File: config.mk
export PLATFORM = sky130hd
export DESIGN_NAME = xmodem_crc_receiver_core
export DESIGN_NICKNAME = d
export VERILOG_FILES = /design/src/hdl/xcr_pkg.sv /design/src/hdl/xcr_engine.sv /design/src/hdl/xcr_out_queue.sv /design/src/hdl/xmodem_crc_receiver_core.sv
export SDC_FILE = /design/constraint.sdc
export NUM_CORES = 1
export LEC_CHECK = 0
export BUFFER_PORTS_ARGS = -buffer_cell sky130_fd_sc_hd__buf_2
export CAP_MARGIN = 15
export CORE_MARGIN = 10
export CORE_UTILIZATION = 50
export DETAILED_ROUTE_END_ITERATION = 8
export PLACE_DENSITY = 0.72
export REMOVE_ABC_BUFFERS = 1
export SYNTH_ARGS = -nofsm -noshare
export SYNTH_HDL_FRONTEND = slang
export SYNTH_SLANG_ARGS = --single-unit
File: constraint.sdc
create_clock -name aclk -period 15.3 [get_ports aclk]
set_input_delay 0.765 -clock aclk [delete_from_list [all_inputs] [get_ports aclk]]
set_output_delay 0.765 -clock aclk [all_outputs]
set_load 0.02 [all_outputs]
File: src/hdl/xcr_pkg.sv
// package: types, constants and functions shared by the receiver modules
`timescale 1ns / 1ps
package xcr_pkg;

    localparam int LONG_PACKET_BYTES = 1024;
    localparam int SHORT_PACKET_BYTES = 128;
    localparam int MAX_RESULTS = 4;
    localparam int RES_CNT_W = 3;

    localparam logic [1:0] OP_START = 2'd0;
    localparam logic [1:0] OP_BYTE  = 2'd1;
    localparam logic [1:0] OP_TICK  = 2'd2;

    localparam logic [2:0] KIND_SEND    = 3'd0;
    localparam logic [2:0] KIND_PAYLOAD = 3'd1;
    localparam logic [2:0] KIND_COMMIT  = 3'd2;
    localparam logic [2:0] KIND_DISCARD = 3'd3;
    localparam logic [2:0] KIND_FINISH  = 3'd4;

    localparam logic [2:0] ST_OK      = 3'd0;
    localparam logic [2:0] ST_REMOTE  = 3'd1;
    localparam logic [2:0] ST_SYNC    = 3'd2;
    localparam logic [2:0] ST_RETRY   = 3'd3;
    localparam logic [2:0] ST_UNEXPEC = 3'd4;

    localparam logic [1:0] REG_TIMEOUT = 2'd0;
    localparam logic [1:0] REG_RETRY   = 2'd1;
    localparam logic [1:0] REG_LONG    = 2'd2;

    localparam logic [7:0] B_SOH = 8'h01;
    localparam logic [7:0] B_STX = 8'h02;
    localparam logic [7:0] B_EOT = 8'h04;
    localparam logic [7:0] B_ACK = 8'h06;
    localparam logic [7:0] B_NAK = 8'h15;
    localparam logic [7:0] B_CAN = 8'h18;
    localparam logic [7:0] B_SOLICIT = 8'h43;
    localparam logic [15:0] CRC_POLY = 16'h1021;

    typedef enum logic [2:0] {
        PH_IDLE, PH_WAIT_START, PH_WAIT_CAN2, PH_PACKET, PH_FLUSH
    } phase_t;

    typedef enum logic [2:0] {
        AF_NONE, AF_SOLICIT, AF_EOT, AF_REMOTE, AF_SYNC, AF_RETRY
    } flush_act_t;

    typedef struct packed {
        logic [1:0] op;
        logic [7:0] rx_byte;
    } in_word_t;

    typedef struct packed {
        logic [2:0]  kind;
        logic [7:0]  value;
        logic [9:0]  offset;
        logic [2:0]  status;
        logic [31:0] total_bytes;
        logic        last;
    } out_word_t;

    // group of results produced by one input word
    typedef struct packed {
        logic [RES_CNT_W-1:0]     count;
        out_word_t [MAX_RESULTS-1:0] res;
    } res_group_t;

    typedef struct packed {
        logic [7:0] timeout_ticks;
        logic [6:0] retry_limit;
        logic       allow_long;
    } cfg_t;

    // one byte of crc-16 with polynomial 0x1021, msb first
    function automatic logic [15:0] crc_byte(input logic [15:0] crc, input logic [7:0] b);
        logic [15:0] c;
        c = crc ^ {b, 8'h00};
        for (int i = 0; i < 8; i++) begin
            if (c[15]) c = {c[14:0], 1'b0} ^ CRC_POLY;
            else c = {c[14:0], 1'b0};
        end
        return c;
    endfunction

endpackage

File: src/hdl/xcr_engine.sv
// protocol engine: session state and the result words of one input word
`timescale 1ns / 1ps
module xcr_engine (
    input  logic              aclk,
    input  logic              aresetn,
    input  xcr_pkg::cfg_t     cfg,
    input  logic              in_valid,
    input  xcr_pkg::in_word_t in_word,
    output xcr_pkg::res_group_t group
);
    import xcr_pkg::*;

    localparam int POS_W = 11;

    phase_t      phase_reg, phase_next;
    flush_act_t  act_reg, act_next;
    logic [7:0]  reply_reg, reply_next;
    logic [7:0]  exp_seq_reg, exp_seq_next;
    logic [6:0]  retries_reg, retries_next;
    logic        crc_mode_reg, crc_mode_next;
    logic        long_reg, long_next;
    logic [POS_W-1:0] pos_reg, pos_next;
    logic [7:0]  silence_reg, silence_next;
    logic [7:0]  seq_reg, seq_next;
    logic [7:0]  seqc_reg, seqc_next;
    logic [15:0] crc_reg, crc_next;
    logic [7:0]  sum_reg, sum_next;
    logic [15:0] rchk_reg, rchk_next;
    logic [31:0] total_reg, total_next;

    logic [RES_CNT_W-1:0] n;
    out_word_t [MAX_RESULTS-1:0] res;

    // combinational step over one input word
    always_comb begin
        logic [POS_W-1:0] pk;
        logic [POS_W-1:0] pos;
        logic [31:0] sum33;
        logic        seq_ok, chk_ok, do_end, do_abort, do_solicit, do_flush_done;
        logic [7:0]  sil;
        flush_act_t  fa;
        logic [RES_CNT_W-1:0] n_last;
        phase_next = phase_reg;  act_next = act_reg;  reply_next = reply_reg;
        exp_seq_next = exp_seq_reg;  retries_next = retries_reg;
        crc_mode_next = crc_mode_reg;  long_next = long_reg;  pos_next = pos_reg;
        silence_next = silence_reg;  seq_next = seq_reg;  seqc_next = seqc_reg;
        crc_next = crc_reg;  sum_next = sum_reg;  rchk_next = rchk_reg;
        total_next = total_reg;
        n = '0;
        n_last = '0;
        res = '0;
        do_end = 1'b0;  do_abort = 1'b0;  do_solicit = 1'b0;  do_flush_done = 1'b0;
        pk = long_reg ? POS_W'(LONG_PACKET_BYTES) : POS_W'(SHORT_PACKET_BYTES);
        pos = pos_reg;
        sil = 8'd0;
        fa = act_reg;
        sum33 = 32'd0;
        seq_ok = 1'b0;
        chk_ok = 1'b0;

        if (in_valid) begin
            case (in_word.op)
                OP_START: begin
                    reply_next = B_SOLICIT;  exp_seq_next = 8'd1;
                    retries_next = cfg.retry_limit;  crc_mode_next = 1'b0;
                    long_next = 1'b0;  pos_next = '0;  silence_next = '0;
                    seq_next = '0;  seqc_next = '0;  crc_next = '0;  sum_next = '0;
                    rchk_next = '0;  act_next = AF_NONE;  total_next = '0;
                    phase_next = PH_IDLE;
                    do_solicit = 1'b1;
                end
                OP_BYTE: begin
                    if (phase_reg != PH_IDLE) silence_next = '0;
                    case (phase_reg)
                        PH_WAIT_START: begin
                            if (in_word.rx_byte == B_SOH ||
                                (in_word.rx_byte == B_STX && cfg.allow_long)) begin
                                long_next = (in_word.rx_byte == B_STX);
                                if (reply_reg == B_SOLICIT) crc_mode_next = 1'b1;
                                pos_next = '0;  crc_next = '0;  sum_next = '0;
                                rchk_next = '0;  seq_next = '0;  seqc_next = '0;
                                phase_next = PH_PACKET;
                            end else if (in_word.rx_byte == B_EOT) begin
                                phase_next = PH_FLUSH;  act_next = AF_EOT;
                            end else if (in_word.rx_byte == B_CAN) begin
                                phase_next = PH_WAIT_CAN2;
                            end else begin
                                res[0].kind = KIND_FINISH;  res[0].status = ST_UNEXPEC;
                                res[0].total_bytes = total_reg;  n = 3'd1;
                                phase_next = PH_IDLE;  act_next = AF_NONE;
                            end
                        end
                        PH_WAIT_CAN2: begin
                            if (in_word.rx_byte == B_CAN) begin
                                phase_next = PH_FLUSH;  act_next = AF_REMOTE;
                            end else begin
                                res[0].kind = KIND_FINISH;  res[0].status = ST_UNEXPEC;
                                res[0].total_bytes = total_reg;  n = 3'd1;
                                phase_next = PH_IDLE;  act_next = AF_NONE;
                            end
                        end
                        PH_PACKET: begin
                            if (pos == '0) seq_next = in_word.rx_byte;
                            else if (pos == POS_W'(1)) seqc_next = in_word.rx_byte;
                            else if (pos < pk + POS_W'(2)) begin
                                res[0].kind = KIND_PAYLOAD;
                                res[0].value = in_word.rx_byte;
                                res[0].offset = 10'(pos - POS_W'(2));
                                n = 3'd1;
                                crc_next = crc_byte(crc_reg, in_word.rx_byte);
                                sum_next = sum_reg + in_word.rx_byte;
                            end else begin
                                rchk_next = {rchk_reg[7:0], in_word.rx_byte};
                            end
                            pos_next = pos + POS_W'(1);
                            if (pos_next >= pk + POS_W'(3) + POS_W'(crc_mode_reg))
                                do_end = 1'b1;
                        end
                        default: ;
                    endcase
                end
                OP_TICK: begin
                    if (phase_reg != PH_IDLE) begin
                        sil = (silence_reg != 8'hFF) ? silence_reg + 8'd1 : silence_reg;
                        silence_next = sil;
                        if (sil >= cfg.timeout_ticks) begin
                            silence_next = '0;
                            case (phase_reg)
                                PH_WAIT_START: begin
                                    if (retries_reg != '0) retries_next = retries_reg - 7'd1;
                                    do_solicit = 1'b1;
                                end
                                PH_WAIT_CAN2: begin
                                    res[0].kind = KIND_FINISH;  res[0].status = ST_UNEXPEC;
                                    res[0].total_bytes = total_reg;  n = 3'd1;
                                    phase_next = PH_IDLE;  act_next = AF_NONE;
                                end
                                PH_PACKET: do_abort = 1'b1;
                                PH_FLUSH: do_flush_done = 1'b1;
                                default: ;
                            endcase
                        end
                    end
                end
                default: ;
            endcase

            // end of packet: checks and sequence handling
            if (do_end) begin
                seq_ok = (seq_next == ~seqc_next);
                chk_ok = crc_mode_next ? (crc_next == rchk_next)
                                       : (sum_next == rchk_next[7:0]);
                if (!(seq_ok && chk_ok)) begin
                    do_abort = 1'b1;
                end else if (seq_next == exp_seq_reg) begin
                    res[n[1:0]].kind = KIND_COMMIT;  n = n + 3'd1;
                    sum33 = total_reg + 32'(pk);
                    total_next = (sum33 < total_reg) ? 32'hFFFF_FFFF : sum33;
                    exp_seq_next = exp_seq_reg + 8'd1;
                    retries_next = cfg.retry_limit;
                    reply_next = B_ACK;
                    do_solicit = 1'b1;
                end else if (seq_next == exp_seq_reg - 8'd1) begin
                    res[n[1:0]].kind = KIND_DISCARD;  n = n + 3'd1;
                    reply_next = B_ACK;
                    do_solicit = 1'b1;
                end else begin
                    res[n[1:0]].kind = KIND_DISCARD;  n = n + 3'd1;
                    phase_next = PH_FLUSH;  silence_next = '0;  act_next = AF_SYNC;
                end
            end

            // packet abort: discard, use a retry, flush then nak
            if (do_abort) begin
                res[n[1:0]].kind = KIND_DISCARD;  n = n + 3'd1;
                if (retries_reg != '0) retries_next = retries_reg - 7'd1;
                reply_next = B_NAK;
                phase_next = PH_FLUSH;  silence_next = '0;  act_next = AF_SOLICIT;
            end

            // line has gone quiet after a flush
            if (do_flush_done) begin
                act_next = AF_NONE;
                case (fa)
                    AF_SOLICIT: do_solicit = 1'b1;
                    AF_EOT, AF_REMOTE: begin
                        res[0].kind = KIND_SEND;  res[0].value = B_ACK;
                        res[1].kind = KIND_FINISH;
                        res[1].status = (fa == AF_EOT) ? ST_OK : ST_REMOTE;
                        res[1].total_bytes = total_reg;  n = 3'd2;
                        phase_next = PH_IDLE;
                    end
                    AF_SYNC, AF_RETRY: begin
                        for (int i = 0; i < 3; i++) begin
                            res[i].kind = KIND_SEND;  res[i].value = B_CAN;
                        end
                        res[3].kind = KIND_FINISH;
                        res[3].status = (fa == AF_SYNC) ? ST_SYNC : ST_RETRY;
                        res[3].total_bytes = total_reg;  n = 3'd4;
                        phase_next = PH_IDLE;
                    end
                    default: phase_next = PH_IDLE;
                endcase
            end

            // send the reply byte, or give up when no retries remain
            if (do_solicit) begin
                if (retries_next == '0) begin
                    phase_next = PH_FLUSH;  silence_next = '0;  act_next = AF_RETRY;
                end else begin
                    res[n[1:0]].kind = KIND_SEND;  res[n[1:0]].value = reply_next;
                    n = n + 3'd1;
                    phase_next = PH_WAIT_START;  silence_next = '0;
                end
            end

            if (n != '0) begin
                n_last = n - 3'd1;
                res[n_last[1:0]].last = 1'b1;
            end
        end
    end

    // session state
    always_ff @(posedge aclk) begin
        if (!aresetn) begin
            phase_reg <= PH_IDLE;  act_reg <= AF_NONE;  reply_reg <= B_SOLICIT;
            exp_seq_reg <= 8'd1;  retries_reg <= 7'd32;  crc_mode_reg <= 1'b0;
            long_reg <= 1'b0;  pos_reg <= '0;  silence_reg <= '0;  seq_reg <= '0;
            seqc_reg <= '0;  crc_reg <= '0;  sum_reg <= '0;  rchk_reg <= '0;
            total_reg <= '0;
        end else begin
            phase_reg <= phase_next;  act_reg <= act_next;  reply_reg <= reply_next;
            exp_seq_reg <= exp_seq_next;  retries_reg <= retries_next;
            crc_mode_reg <= crc_mode_next;  long_reg <= long_next;  pos_reg <= pos_next;
            silence_reg <= silence_next;  seq_reg <= seq_next;  seqc_reg <= seqc_next;
            crc_reg <= crc_next;  sum_reg <= sum_next;  rchk_reg <= rchk_next;
            total_reg <= total_next;
        end
    end

    assign group.count = n;
    assign group.res = res;

endmodule

File: src/hdl/xcr_out_queue.sv
// result queue: holds result groups and plays them out one word at a time
`timescale 1ns / 1ps
module xcr_out_queue (
    input  logic                aclk,
    input  logic                aresetn,
    input  logic                push,
    input  xcr_pkg::res_group_t group,
    output logic                room,
    output logic                m_valid,
    input  logic                m_ready,
    output xcr_pkg::out_word_t  m_word
);
    import xcr_pkg::*;

    // two slots of groups, with one read index shared by both
    res_group_t           slot_reg [2];
    logic [1:0]           full_reg;
    logic                 rd_reg, wr_reg;
    logic [RES_CNT_W-1:0] idx_reg;
    logic                 pop_word, pop_group;

    assign m_valid   = full_reg[rd_reg];
    assign m_word    = slot_reg[rd_reg].res[idx_reg[1:0]];
    assign pop_word  = m_valid && m_ready;
    assign pop_group = pop_word && (idx_reg + 3'd1 == slot_reg[rd_reg].count);
    assign room      = !full_reg[wr_reg];

    // slot bookkeeping
    always_ff @(posedge aclk) begin
        if (!aresetn) begin
            full_reg <= '0;  rd_reg <= 1'b0;  wr_reg <= 1'b0;  idx_reg <= '0;
        end else begin
            if (push && group.count != '0) begin
                full_reg[wr_reg] <= 1'b1;
                wr_reg <= !wr_reg;
            end
            if (pop_group) begin
                full_reg[rd_reg] <= 1'b0;
                rd_reg <= !rd_reg;
                idx_reg <= '0;
            end else if (pop_word) begin
                idx_reg <= idx_reg + 3'd1;
            end
        end
    end

    // group payload storage
    always_ff @(posedge aclk) begin
        if (push && group.count != '0) slot_reg[wr_reg] <= group;
    end

endmodule

File: src/hdl/xmodem_crc_receiver_core.sv
// top level of the xmodem crc receiver
`timescale 1ns / 1ps
// XMODEM receiving side (128-byte SOH and 1K STX packets, CRC-16 or byte sum).
// Each input word (start, received byte or timer tick) is handled by the
// protocol engine and yields up to four result words, which enter a two-group
// result queue and leave one per cycle on the m_ channel while m_ready is high.
// An input word is taken every cycle while the queue has a free group slot.
// Registers are written through cfg_we/cfg_index/cfg_data by the user only
// while the block is idle; the block itself does not enforce this.
module xmodem_crc_receiver_core (
    input  logic               aclk,
    input  logic               aresetn,
    input  logic               s_valid,
    output logic               s_ready,
    input  xcr_pkg::in_word_t  s_data,
    output logic               m_valid,
    input  logic               m_ready,
    output xcr_pkg::out_word_t m_data,
    input  logic               cfg_we,
    input  logic [1:0]         cfg_index,
    input  logic [7:0]         cfg_data
);
    import xcr_pkg::*;

    cfg_t       cfg_reg;
    res_group_t group;
    logic       room;
    logic       accept;

    // configuration registers
    always_ff @(posedge aclk) begin
        if (!aresetn) begin
            cfg_reg.timeout_ticks <= 8'd100;
            cfg_reg.retry_limit   <= 7'd32;
            cfg_reg.allow_long    <= 1'b1;
        end else if (cfg_we) begin
            unique case (cfg_index)
                REG_TIMEOUT: cfg_reg.timeout_ticks <= cfg_data;
                REG_RETRY:   cfg_reg.retry_limit <= cfg_data[6:0];
                REG_LONG:    cfg_reg.allow_long <= cfg_data[0];
                default: ;
            endcase
        end
    end

    assign s_ready = room;
    assign accept  = s_valid && s_ready;

    xcr_engine u_engine (
        .aclk(aclk), .aresetn(aresetn), .cfg(cfg_reg),
        .in_valid(accept), .in_word(s_data), .group(group)
    );

    xcr_out_queue u_queue (
        .aclk(aclk), .aresetn(aresetn), .push(accept), .group(group),
        .room(room), .m_valid(m_valid), .m_ready(m_ready), .m_word(m_data)
    );

    // a result group never exceeds four words
    a_count_max: assert property (@(posedge aclk) disable iff (!aresetn)
        accept |-> group.count <= 3'd4) else $error("result group too large");

    // nothing accepted while the queue is full
    a_no_overrun: assert property (@(posedge aclk) disable iff (!aresetn)
        !room |-> !accept) else $error("input taken with no room");

    // the finished word is always the last of its group
    a_finish_last: assert property (@(posedge aclk) disable iff (!aresetn)
        (m_valid && m_data.kind == KIND_FINISH) |-> m_data.last)
        else $error("finish word not last");

endmodule

==> impl_metrics.py <==
metrics = {
    "global_route": {
        "grt_pass1_wl_mm": 104,
        "grt_use_total_pct": 21.3,
        "grt_pass1_vias": 18700,
        "grt.overflow.total": 0,
        "grt_max_degree": 83,
        "antenna_found_initial": 0,
    },
    "setup_path": {
        "critPathLaunch": "u_engine.pos_reg[0]",
        "worstSetupEndpointType": "flop",
        "slowest_delay_ns": 0.93,
        "worstReg2RegEnd": "u_queue.slot_reg[1][41]",
        "reg2reg_from": "u_engine.pos_reg[0]",
        "ff2ff_path_depth": 25,
        "crit_path_max_fanout": 78,
        "cp_common_cell": "ha_1",
        "worstSetupStartpointType": "flop",
        "reg2reg_setup_slack_ns": 5.87,
        "crit_required_ns": 15.51,
        "slowest_stage": "buf_4",
        "crit_end": "u_queue.slot_reg[1][41]",
        "worstPathArrival_ns": 9.64,
        "critPathKind": "flop to flop",
    },
    "clocking": {
        "clk_pin_slew_worst_paths_ns": 0.06,
        "cts_tree": "built",
        "numCtsBuffers": 50,
        "clockRootBuffer": "clkbuf_16",
        "clock-sinks": 478,
        "postCtsSetupRepairBufs": 0,
        "clock_insertion_delay_worst_skew_ns": 0.62,
        "cts_resized": 0,
        "htree_levels": 2,
        "postCtsHoldBufs": 0,
        "clock_path_buffers": 3,
    },
    "detailed_routing": {
        "via_per_inst": 6.12,
        "wl_per_cell_um": 21.2,
        "drc": 0,
        "drtIter0Drc": 1578,
        "vias": 18800,
        "drt-total-wl_mm": 65.3,
        "drtAntennaViolNets": 0,
        "dr.pass1.iters": 6,
    },
    "sta": {
        "min_period_ns": 9.43,
        "finalHoldViolCount": 0,
        "tns_ns": 0,
        "max_freq_mhz": 106,
        "slew_headroom_pct": 24.8,
        "period_share_pct": 61.7,
        "finalSetupViolCount": 0,
        "finClkSkew_ns": 0.0321,
        "rsz0062_at_grt": "false",
        "tightest_slew_ns": 1.13,
        "final.setup.worst_slack_ns": 5.87,
        "maxSlewViolCount": 0,
    },
    "pwr": {
        "vdd_drop_max_uv": 85.3,
        "p_leak_nw": 9.91,
        "p_per_area_nw_per_um2": 99.6,
    },
    "floorplanning": {
        "ioPinCount": 84,
        "initial_core_util_pct": 50.5,
        "rows": 82,
        "core-area_um2": 50000,
        "die_x_um": 245,
        "die_h_um": 245,
        "die-area_um2": 59800,
    },
    "logic_synthesis": {
        "avgSynthCellArea_um2": 10.7,
        "synth_ff_type": "edfxtp_1",
        "ys_types": 94,
        "ys_seq_area_share_pct": 50.5,
        "syn_inst": 2355,
        "synth-seq-cells": 478,
        "netlist_area_um2": 25200,
        "synth_edf_count": 316,
        "async_flop_share_pct": 0,
        "yosysWarnings": 0,
    },
    "place": {
        "numPortBuffers": 83,
        "place_ws_ns": 5.67,
        "post-dp-hpwl_mm": 43.2,
        "place_inst": 2984,
        "gp_congestion": 0.945,
    },
    "finish": {
        "diodes": 0,
        "utilization_pct": 55.6,
        "fin_nets": 2453,
        "drive_gt1_share_pct": 12.5,
        "nFillCells": 4281,
        "final_cell_mix": "edfxtp_1 (316), nand2_1 (198), nor2_1 (169)",
        "syn2layout_area_growth_pct": 10.1,
        "fin_cells": 3078,
        "mostFrequentLayoutCell": "edfxtp_1",
        "largest_reg_flops": 316,
    },
    "run": {
        "drv_cap": 0,
    },
    "min_path": {
        "hold_class": "input port to flop",
    },
    "run_status": {
        "run_status": "finished clean",
    },
}
==> synthesized netlist by cell type, drive strengths merged, types with 4 or more instances <==
| master | count | share of area, % |
|---|---|---|
| a211oi | 20 | 0.60 |
| a21boi | 12 | 0.36 |
| a21o | 14 | 0.45 |
| a21oi | 128 | 2.5 |
| a221oi | 7 | 0.27 |
| a22o | 7 | 0.24 |
| a22oi | 81 | 2.5 |
| a2bb2oi | 4 | 0.14 |
| a31oi | 14 | 0.41 |
| a32oi | 14 | 0.49 |
| a41oi | 4 | 0.14 |
| and2 | 57 | 1.4 |
| and3 | 40 | 0.99 |
| buf | 38 | 0.81 |
| clkbuf | 119 | 1.8 |
| dfxtp | 162 | 13 |
| edfxtp | 316 | 38 |
| ha | 62 | 3.1 |
| inv | 72 | 1.1 |
| mux2 | 15 | 0.67 |
| mux2i | 84 | 3.3 |
| mux4 | 55 | 4.9 |
| nand2 | 199 | 3.0 |
| nand2b | 16 | 0.40 |
| nand3 | 55 | 1.1 |
| nand3b | 7 | 0.21 |
| nand4 | 21 | 0.52 |
| nor2 | 174 | 2.7 |
| nor2b | 100 | 2.5 |
| nor3 | 83 | 1.7 |
| nor3b | 14 | 0.46 |
| nor4 | 17 | 0.53 |
| nor4b | 5 | 0.17 |
| o211a | 9 | 0.36 |
| o211ai | 16 | 0.53 |
| o21a | 9 | 0.27 |
| o21ai | 98 | 2.0 |
| o221ai | 5 | 0.20 |
| o22ai | 20 | 0.50 |
| o31ai | 7 | 0.21 |
| or2 | 5 | 0.12 |
| or3 | 13 | 0.36 |
| or4 | 6 | 0.19 |
| xnor2 | 66 | 2.3 |
| xor2 | 35 | 1.2 |
==> power breakdown <==
group / internal [mW] / switching [mW]
Sequential: 1.38 / 0.0100
Combinational: 0.0483 / 0.106
Clock: 0.696 / 0.524
Total: 2.12 / 0.640
==> worst max-delay path, delay by kind of cell (launching register included) <==
| kind | cells | cell delay (ns) |
|---|---|---|
| muxes | 1 | 0.54 |
| DFF | 1 | 0.49 |
| buffers and inverters | 5 | 1.74 |
| adders and majority gates | 4 | 1.16 |
| AOI/OAI and AO/OA | 5 | 1.42 |
| and+or+nand+nor | 10 | 3.56 |
==> cell type report <==
| cell class | count | area [um^2] | area share, % |
|---|---|---|---|
| Inverter | 72 | 270 | 0.973 |
| Clock inverter | 23 | 300 | 1.08 |
| Sequential cell | 478 | 12700 | 45.9 |
| Timing Repair Buffer | 115 | 662 | 2.38 |
| Clock buffer | 70 | 1360 | 4.89 |
| Tap cell | 672 | 841 | 3.03 |
| Multi-Input combinational cell | 1648 | 11600 | 41.8 |
==> logic make-up after synthesis <==
group                    count (synthesis)  synth area share (%)
XOR/XNOR                               101                  3.51
AND/OR/NAND/NOR                        824                  16.7
multiplexers                           154                  8.92
AO/OA/AOI/OAI                          506                  13.5
flip-flops                             478                  50.5
adder cells (fa/ha/maj)                 63                  3.16
buffers and inverters                  229                  3.66
==> through the flow <==
step,instance area [um^2],hold slack [ns],total power [mW]
5_1_grt,27800,0.392,2.85
6_report,27800,0.393,2.76
3_5_place_dp,26100,0.452,1.57
2_1_floorplan,24600,0.429,1.52
3_3_place_gp,26100,0.452,1.57
4_1_cts,27800,0.366,2.79
==> worst min path at each step <==
| stage | from | end | slack [ns] | cells past startpoint |
|---|---|---|---|---|
| floorplan | u_engine.reply_reg[5] | u_engine.reply_reg[5] | 0.43 | 2 |
| global placement | u_engine.reply_reg[5] | u_engine.reply_reg[5] | 0.45 | 2 |
| detailed placement | u_engine.reply_reg[5] | u_engine.reply_reg[5] | 0.45 | 2 |
| CTS | cfg_data[5] | cfg_reg[6] | 0.37 | 3 |
| global route | cfg_data[5] | cfg_reg[6] | 0.39 | 3 |
| finish | cfg_data[5] | cfg_reg[6] | 0.39 | 3 |
==> per-layer routing <==
| layer | vias to the layer above | track usage (%) | routed length [um] |
|---|---|---|---|
| met2 | 652 | 35.7 | 31700 |
| met1 | 9300 | 27.8 | 28000 |
| met3 | 119 | 3.30 | 3810 |
| met5 | - | 0 | 0 |
| met4 | 0 | 7.53 | 1790 |
| li1 | 8754 | - | - |
No activity file was read; power rests on OpenSTA's default activity.
